`config.mk`:
```
export PLATFORM = sky130hd
export DESIGN_NAME = vrbf_front
export DESIGN_NICKNAME = d
export VERILOG_FILES = /design/src/hdl/vrbf_pkg.sv /design/src/hdl/vrbf_front.sv
export SDC_FILE = /design/constraint.sdc
export NUM_CORES = 1
export LEC_CHECK = 0
export ABC_CLOCK_PERIOD_IN_PS = 2200
export BUFFER_PORTS_ARGS = -buffer_cell sky130_fd_sc_hd__buf_2
export CAP_MARGIN = 20
export CORE_MARGIN = 2
export CORE_UTILIZATION = 45
export CTS_BUF_LIST = sky130_fd_sc_hd__clkbuf_4 sky130_fd_sc_hd__clkbuf_8 sky130_fd_sc_hd__clkbuf_16
export DETAILED_ROUTE_END_ITERATION = 12
export PLACE_DENSITY = 0.73
export REMOVE_ABC_BUFFERS = 1
export SLEW_MARGIN = 5
export SYNTH_ARGS = -nofsm -noshare
export SYNTH_HDL_FRONTEND = slang
export SYNTH_SLANG_ARGS = --single-unit
```
`constraint.sdc`:
```
create_clock -name i_clk -period 2.2 [get_ports i_clk]
set_input_delay 0.11 -clock i_clk [delete_from_list [all_inputs] [get_ports i_clk]]
set_output_delay 0.11 -clock i_clk [all_outputs]
set_load 0.01 [all_outputs]
```
`src/hdl/vrbf_pkg.sv`:
```
`timescale 1ns / 1ps
// ----------------------------------------------------------------------------
// vrbf_pkg
// Shared types and register numbers for the video RAM block fill/copy unit.
// ----------------------------------------------------------------------------
package vrbf_pkg;

    localparam logic [1:0] CMD_WR_INDEX = 2'd0;
    localparam logic [1:0] CMD_WR_DATA  = 2'd1;
    localparam logic [1:0] CMD_RD_DATA  = 2'd2;
    localparam logic [1:0] CMD_RD_STAT  = 2'd3;

    localparam logic [5:0] REG_UPD_HI = 6'd18;
    localparam logic [5:0] REG_UPD_LO = 6'd19;
    localparam logic [5:0] REG_CTRL   = 6'd24;
    localparam logic [5:0] REG_COUNT  = 6'd30;
    localparam logic [5:0] REG_DATA   = 6'd31;
    localparam logic [5:0] REG_SRC_HI = 6'd32;
    localparam logic [5:0] REG_SRC_LO = 6'd33;

    localparam logic [7:0] READY_BIT = 8'h80;
    localparam int         COPY_BIT  = 7;

    // one classified host transaction passed from front to back
    typedef struct packed {
        logic [1:0] cmd;
        logic [5:0] sel;
        logic [7:0] value;
    } t_txn;

endpackage

```
`src/hdl/vrbf_front.sv`:
```
`timescale 1ns / 1ps
// ----------------------------------------------------------------------------
// vrbf_front
// Accepts host transactions, tracks the index register, pushes a two-entry
// queue toward the back end.
// ----------------------------------------------------------------------------
module vrbf_front
    import vrbf_pkg::*;
(
    input  logic       i_clk,
    input  logic       i_rst_n,
    input  logic       i_take,
    input  logic [1:0] i_command,
    input  logic [7:0] i_write_value,
    input  logic       i_pop,
    output logic       o_full,
    output logic       o_avail,
    output t_txn       o_txn
);
    logic [5:0] r_sel;
    t_txn       r_q [2];
    logic [1:0] r_cnt;
    logic [1:0] n_cnt;
    t_txn       w_in;

    assign w_in    = '{cmd: i_command, sel: r_sel, value: i_write_value};
    assign o_full  = (r_cnt == 2'd2);
    assign o_avail = (r_cnt != 2'd0);
    assign o_txn   = r_q[0];

    always_comb begin
        n_cnt = r_cnt + {1'b0, i_take} - {1'b0, i_pop};
    end

    always_ff @(posedge i_clk) begin
        if (!i_rst_n) begin
            r_sel <= '0;
            r_cnt <= '0;
        end else begin
            r_cnt <= n_cnt;
            if (i_take && i_command == CMD_WR_INDEX) begin
                r_sel <= i_write_value[5:0];
            end
        end
        // head slot: new entry lands here when the queue is (or becomes) empty
        if (i_take && (r_cnt == 2'd0 || (r_cnt == 2'd1 && i_pop))) begin
            r_q[0] <= w_in;
        end else if (i_pop) begin
            r_q[0] <= r_q[1];
        end
        if (i_take && r_cnt != 2'd0 && !(r_cnt == 2'd1 && i_pop)) begin
            r_q[1] <= w_in;
        end
    end
endmodule

```
Yosys cells after proc, flatten, opt, wreduce, memory -nomap -nowiden

Memory sizes are Yosys's and may differ from the RTL's.
Index checks and enable logic that the tools add are counted.

Flip-flop bits (word level): 8
Bits in writable memories: 32
Output and inout bits: 18
Logic and storage cells: 26
Memories: 1

$add $sub $neg: 2
Eq/ne operators: 2
Multiplexer cells: 8
Bitwise logic cells: 1
Reductions and logical operators: 10

Memories:

| name | depth | width | read ports | clocked after memory_dff | write ports | line             | source |
|---|---|---|---|---|---|---|---|
| r_q  | 2     | 16    | 2          | 0                        | 2           | vrbf_front.sv:21 | `t_txn r_q [2];` |

Operators with widths:

| cell               | count |
|---|---|
| $mux 16            | 1 |
| $mux 1             | 7 |
| $logic_and 1x1->1  | 5 |
| $logic_not 2->1    | 2 |
| $add 2x1->2        | 1 |
| $eq 2x1->1 const B | 1 |
| $eq 2x2->1 const B | 1 |
| $reduce_bool 2->1  | 1 |
| $sub 2x1->2        | 1 |
| $logic_not 1->1    | 1 |
| $logic_or 1x1->1   | 1 |
| $or 1x1->1         | 1 |

Logic depth before layout (Yosys ltp)

Gate-level depths: netlist of run 1.

Depth in word-level cells: 7
Gate-level depth with buffers: 6
Gate-level depth less buffers: 6

Least setup slack after synthesis of run 1

No wires, ideal clock.

Kind: flip-flop to flip-flop
Start: register r_cnt[1]
End: memory r_q[0][0] (netlist name) (enable)
Data arrival time: 1.866 ns
Slack: -0.077 ns
Cell stages (with the launch flop): 3
Path buffers: 0
Period minus slack after synthesis: 2.277 ns
Path through: dfxtp_1 > or2_2 > o21ai_0

RTL lines:

| item                   | line             | source |
|---|---|---|
| start, declared        | vrbf_front.sv:22 | `logic [1:0] r_cnt;` |
| start signal, assigned | vrbf_front.sv:40 | `r_cnt <= n_cnt;` |
| end, declared          | vrbf_front.sv:21 |  |

==> impl_metrics.tcl, run 1 <==
set metrics [dict create \
    crit_type "flip-flop to flip-flop" \
    drive_gt1_share_pct 44.4 \
    viasPerCell 4.62 \
    grt_setup_unrepaired "no" \
    gr-usage-met2_pct 20.7 \
    clockRootBuffer "clkbuf_8" \
    fin_area_um2 1860 \
    antenna_found_initial 0 \
    critical-path-top-delay-family "compound AO/OA/AOI/OAI gates" \
    crit_path_end_kind "flip-flop" \
    rows 22 \
    outcome "complete, no violations" \
    initial_core_util_pct 46.5 \
    fin_crit_sh_pct 73.0 \
    fin_skew_ns 0.00267 \
    chipHeight_um 65.3 \
    grt.total_usage_pct 12.9 \
    die_area_um2 4260 \
    whs_ns 0.0254 \
    diodes 0 \
    ff_latch_area_um2 1120 \
    worstMarginPinSlew_ns 0.664 \
    final_cells 181 \
    report.power.total_w 0.00170 \
    reg2reg_from "r_cnt[1]$_SDFF_PN0_" \
    cts_inserted_buffers 5 \
    start_kind "flip-flop" \
    yosysWarnings 0 \
    hold_viol 0 \
    avgSynthCellArea_um2 15.4 \
    met1_usage_pct 14.6 \
    synth_edf_count 32 \
    syn_to_final_growth_pct 10.1 \
    grt_pass1_vias 773 \
    grt_max_degree 17 \
    num-nets-final 148 \
    clockBufferDepth 2 \
    post_cts_resized 0 \
    place_area_um2 1780 \
    period_minus_slack_ns 1.61 \
    path_clk_slew_ns 0.07 \
    synth_cells 110 \
    arrival_ns 1.64 \
    r2r_end "r_q[0][1]$_DFFE_PP_" \
    yosysTopAreaCell "edfxtp_1" \
    wirelength_um 2390 \
    drtAntennaViolNets 0 \
    worstSetupPathDepth 2 \
    ir_worst_vdd_uv 277 \
    leakage_nw 0.752 \
    place_congestion 0.712 \
    powerDensity_nw_per_um2 911 \
    relSlewSlack_pct 55.6 \
    ff2ff_path_depth 2 \
    hold_buffers 0 \
    drtIter0Drc 41 \
    multi_input_area_um2 405 \
    crit_start "r_cnt[1]$_SDFF_PN0_" \
    slew_violations 0 \
    endpoint "r_q[0][1]$_DFFE_PP_" \
    netlist_top_cells_count "edfxtp_1 (32), buf_4 (16), mux2_4 (10), dfxtp_1 (8), o21ai_0 (7)" \
    fin_util_pct 51.2 \
    syn_area_um2 1690 \
    worstHoldPathType "primary input to flip-flop" \
    top_usage_layer "met2" \
    numPlacedInstances 173 \
    dieWidth_um 65.3 \
    cts_tree "yes" \
    core_um2 3630 \
    yosys-top-cells-area "edfxtp_1 (57%), dfxtp_1 (9.5%), mux2_4 (8.9%)" \
    wire_per_inst_um 13.2 \
    hpwl_um 1680 \
    drc 0 \
    max_freq_ghz 0.623 \
    fillers 340 \
    path_max_fanout 16 \
    ys_ff_latch 40 \
    grt_overflow 0 \
    htree_levels 2 \
    cp_slowest_stage_delay_ns 0.57 \
    ios 32 \
    drt-pass1-iter-count 4 \
    rrSetupSlack_ns 0.59 \
    cts_sinks 40 \
    crit_buf_inv 0 \
    setup_viol 0 \
    synthFlopType "edfxtp_1" \
    post_cts.repair.setup_buffers 0 \
    clk_latency_ns 0.29 \
    routed-via-count 837 \
    cp_cell_sequence "o21ai_4, mux2_2" \
    max_cap_violations 0 \
    synth_seq_area_share_pct 66.3 \
    async_reset_ff_share_pct 0 \
    place.port_buffers 31 \
    grt_util_met3_pct 4.79 \
    cp_slowest_cell "o21ai_4" \
    synthMostInstantiatedCell "edfxtp_1" \
    grt_first_pass_wirelength_um 3890 \
    crit_required_ns 2.24 \
    synth_top_area_share_pct 56.8 \
    netlist-cell-type-count 21 \
]
==> per-stage QoR <==
| step | worst slack (ns) | TNS [ns] |
|---|---|---|
| after global placement | 0.635 | 0 |
| after floorplan | -0.0773 | -1.24 |
| after global routing | 0.524 | 0 |
| after detailed placement | 0.599 | 0 |
| final | 0.594 | 0 |
| after CTS | 0.585 | 0 |
==> worst reg2reg max path, cell delays in order (launching register included) <==
cell and delay, ns:
dfxtp_1 0.37, o21ai_4 0.57, mux2_2 0.42
==> cells by family (layout without fill, tap and decap cells) <==
logic type               Yosys count  after routing  synth area share [%]
XOR/XNOR                           2              2                  1.04
adder cells (fa/ha/maj)            2              2                  1.48
buffers and inverters             23             46                  9.70
AO/OA/AOI/OAI                      9              9                  3.33
flip-flops                        40             40                  66.3
multiplexers                      16             16                  12.9
AND/OR/NAND/NOR                   18             18                  5.26
==> layout by cell type, fill, tap and decap left out <==
| master | synthesis | final |
|---|---|---|
| nor2b_1 | 1 | 1 |
| a21oi_1 | 1 | 1 |
| ha_1 | 2 | 2 |
| mux2_4 | 10 | 10 |
| nand2_1 | 6 | 6 |
| o21ai_4 | 1 | 1 |
| clkinv_1 | 0 | 1 |
| o21ai_0 | 7 | 6 |
| o21ai_1 | 0 | 1 |
| buf_2 | 1 | 31 |
| buf_4 | 16 | 3 |
| and2_1 | 2 | 2 |
| clkinv_2 | 0 | 2 |
| or2_2 | 1 | 1 |
| xnor2_1 | 2 | 2 |
| nor3b_1 | 1 | 1 |
| clkbuf_8 | 0 | 5 |
| dfxtp_1 | 8 | 8 |
| inv_1 | 4 | 4 |
| nor2_1 | 1 | 1 |
| mux2_2 | 6 | 6 |
| edfxtp_1 | 32 | 32 |
| nand3_1 | 6 | 6 |
==> metal layers <==
layer  wire length, um  vias to the layer above
met5                 0                        -
met1              1020                      388
met4                64                        0
li1                  -                      418
met3               118                        7
met2              1190                       24
==> worst min path at each step <==
stage                                 from  slack (ns)  cells after the start              endpoint
final                     i_write_value[6]        0.03                      1  r_q[0][22]$_DFFE_PP_
after global routing      i_write_value[3]       0.009                      1  r_q[0][19]$_DFFE_PP_
after CTS                 i_write_value[6]        0.02                      1  r_q[0][22]$_DFFE_PP_
after detailed placement  i_write_value[6]        0.32                      1  r_q[0][22]$_DFFE_PP_
after global placement    i_write_value[7]        0.31                      1  r_q[0][23]$_DFFE_PP_
after floorplan           i_write_value[0]        0.21                      0  r_q[0][16]$_DFFE_PP_
==> final cells by class <==
class	instances	share of cell area (%)
flip-flops and latches	40	60.2
repair buffers	34	9.54
clock inverters	3	0.739
inverters	4	0.806
multi-input cells	47	21.8
clock buffers	5	3.70
well taps	48	3.23
==> sequential cells by signal, summed over array words and instances, names as in the netlist <==
register,count
r_q,32
r_sel,6
r_cnt,2
==> power breakdown <==
group | switching [W] | internal, W | leakage, nW
combinational | 0.000144 | 0.000137 | 0.330
clock | 0.000232 | 0.000215 | 0.0453
sequential | 0.0000337 | 0.000934 | 0.377
No activity file was read; power rests on OpenSTA's default activity.
==> run 2, diff against run 1 <==
--- a/config.mk
+++ b/config.mk
@@ -5,14 +5,14 @@
 export SDC_FILE = /design/constraint.sdc
 export NUM_CORES = 1
 export LEC_CHECK = 0
-export ABC_CLOCK_PERIOD_IN_PS = 2200
+export ABC_CLOCK_PERIOD_IN_PS = 1700
 export BUFFER_PORTS_ARGS = -buffer_cell sky130_fd_sc_hd__buf_2
 export CAP_MARGIN = 20
 export CORE_MARGIN = 2
 export CORE_UTILIZATION = 45
 export CTS_BUF_LIST = sky130_fd_sc_hd__clkbuf_4 sky130_fd_sc_hd__clkbuf_8 sky130_fd_sc_hd__clkbuf_16
 export DETAILED_ROUTE_END_ITERATION = 12
-export PLACE_DENSITY = 0.73
+export PLACE_DENSITY = 0.7
 export REMOVE_ABC_BUFFERS = 1
 export SLEW_MARGIN = 5
 export SYNTH_ARGS = -nofsm -noshare
==> constraint.sdc (replaced) <==
create_clock -name i_clk -period 1.7 [get_ports i_clk]
set_input_delay 0.085 -clock i_clk [delete_from_list [all_inputs] [get_ports i_clk]]
set_output_delay 0.085 -clock i_clk [all_outputs]
set_load 0.01 [all_outputs]
==> impl_metrics.tcl, run 2 (same netlist as run 1, synthesis figures left out) <==
set metrics [dict create \
    outcome "complete, no violations" \
    relSlewSlack_pct 83.1 \
    worstMarginPinSlew_ns 0.253 \
    hold_end "r_q[0][18]$_DFFE_PP_" \
    htree_levels 2 \
    cts_sinks 40 \
    cts_inserted_buffers 5 \
    rrSetupSlack_ns 0.30 \
    top_register "r_q" \
    grt_max_degree 17 \
    max_freq_ghz 0.714 \
    max_cap_violations 0 \
    internal-power_w 0.00173 \
    whs_path_depth 1 \
    p_sw_w 0.000534 \
    post_cts.repair.setup_buffers 0 \
    antenna_found_initial 0 \
    grt.total_usage_pct 13.9 \
    num-nets-final 158 \
    start_kind "flip-flop" \
    pre_cts_slack_ns 0.324 \
    path_max_fanout 16 \
    powerDensity_nw_per_um2 1150 \
    clk_latency_ns 0.29 \
    arrival_ns 1.38 \
    wirelength_um 2530 \
    pwr-share-seq_pct 55.4 \
    wire_per_inst_um 13.3 \
    chipHeight_um 65.3 \
    fin_skew_ns 0.00424 \
    fin_ws_ns 0.300 \
    slew_violations 0 \
    crit_path_end_kind "flip-flop" \
    largest_registers "r_q: 32 flops, r_sel: 6 flops, r_cnt: 2 flops" \
    mostFrequentLayoutCells "edfxtp_1 (32), buf_2 (31), mux2_4 (10)" \
    core_um2 3630 \
    grt_first_pass_wirelength_um 4160 \
    min_from "i_write_value[2]" \
    place.port_buffers 31 \
    grt_setup_unrepaired "no" \
    ios 32 \
    initial_core_util_pct 46.5 \
    fin_crit_sh_pct 82.4 \
    clkPwrFrac_pct 26.8 \
    syn_to_final_growth_pct 16.8 \
    r2r_end "r_q[0][11]$_DFFE_PP_" \
    grt_overflow 0 \
    worstHoldPathType "primary input to flip-flop" \
    crit_type "flip-flop to flip-flop" \
    fillers 326 \
    clockBufferDepth 2 \
    grt_pass1_vias 889 \
    path_clk_slew_ns 0.07 \
    dieWidth_um 65.3 \
    reg2reg_from "r_cnt[1]$_SDFF_PN0_" \
    place_area_um2 1810 \
    ir_worst_vdd_uv 565 \
    rows 22 \
    setup_viol 0 \
    report.power.total_w 0.00226 \
    cts_tree "yes" \
    whs_ns 0.0158 \
    viasPerCell 4.73 \
    final_cells 191 \
    numPlacedInstances 175 \
    drc 0 \
    clockRootBuffer "clkbuf_8" \
    fin_area_um2 1970 \
    die_area_um2 4260 \
    switching_share_pct 23.6 \
    drtAntennaViolNets 0 \
    drtIter0Drc 41 \
    hpwl_um 1710 \
    ff2ff_path_depth 3 \
    crit_required_ns 1.68 \
    leakage_nw 0.802 \
    routed-via-count 904 \
    largest_reg_flops 32 \
    diodes 0 \
    drt-pass1-iter-count 4 \
    period_minus_slack_ns 1.40 \
    place_congestion 0.737 \
    final_common_cell "edfxtp_1" \
    pwr-share-comb_pct 17.8 \
    drive_gt1_share_pct 42.7 \
    hold_viol 0 \
]
==> run 2: changes by cell type in the layout (fill, tap and decap cells not counted), sizes merged <==
cell	change
dlygate4sd3	+8
buf	+2
clkbuf	+2
clkinv	-2
==> run 2: repair_timing <==
action                    CTS  global route
gates resized for setup     0             0
hold endpoints to repair    5             3
hold buffers                5             3
==> run 2: final cells by class <==
class | count | area [um2] | area share, %
well taps | 48 | 60.1 | 3.04
flip-flops and latches | 40 | 1120 | 56.8
inverters | 4 | 15.0 | 0.760
clock inverters | 1 | 3.75 | 0.190
clock buffers | 7 | 83.8 | 4.25
repair buffers | 44 | 285 | 14.4
multi-input cells | 47 | 405 | 20.5
==> run 2: how the worst max path moves through the flow <==
| stage | from | end |
|---|---|---|
| after global routing | r_cnt[1]$_SDFF_PN0_ | r_q[0][15]$_DFFE_PP_ |
| after detailed placement | r_cnt[1]$_SDFF_PN0_ | r_q[0][7]$_DFFE_PP_ |
| after floorplan | r_cnt[1]$_SDFF_PN0_ | r_q[0][0]$_DFFE_PP_ |
| final | r_cnt[1]$_SDFF_PN0_ | r_q[0][11]$_DFFE_PP_ |
| after CTS | r_cnt[1]$_SDFF_PN0_ | r_q[0][15]$_DFFE_PP_ |
| after global placement | r_cnt[1]$_SDFF_PN0_ | r_q[0][7]$_DFFE_PP_ |
==> run 2: worst max-delay path, cell delays in order (launching register included) <==
cell     delay (ns)
dfxtp_1        0.37
or2_2          0.32
o21ai_1        0.14
buf_4          0.27
==> run 2: metrics by stage <==
stage | utilization, % | setup TNS, ns
2_1_floorplan | - | -9.24
3_3_place_gp | 49.7 | 0
3_5_place_dp | 49.7 | 0
4_1_cts | 53.5 | 0
5_1_grt | 54.3 | 0
6_report | 54.3 | 0
==> run 2: power by group through the flow <==
stage / registers (W) / clock network (W) / logic [W]
after floorplan: 0.00131 / 0 / 0.000192
after global placement: 0.00127 / 0 / 0.000380
after detailed placement: 0.00128 / 0 / 0.000392
after CTS: 0.00125 / 0.000628 / 0.000404
after global routing: 0.00127 / 0.000679 / 0.000438
final: 0.00125 / 0.000608 / 0.000403
==> run 2: metal layers <==
layer / up-vias / global-route usage [%] / routed length [um]
li1: 441 / - / -
met1: 426 / 14.0 / 987
met2: 30 / 24.1 / 1320
met3: 7 / 5.65 / 145
met4: 0 / 7.81 / 84
met5: - / 0 / 0
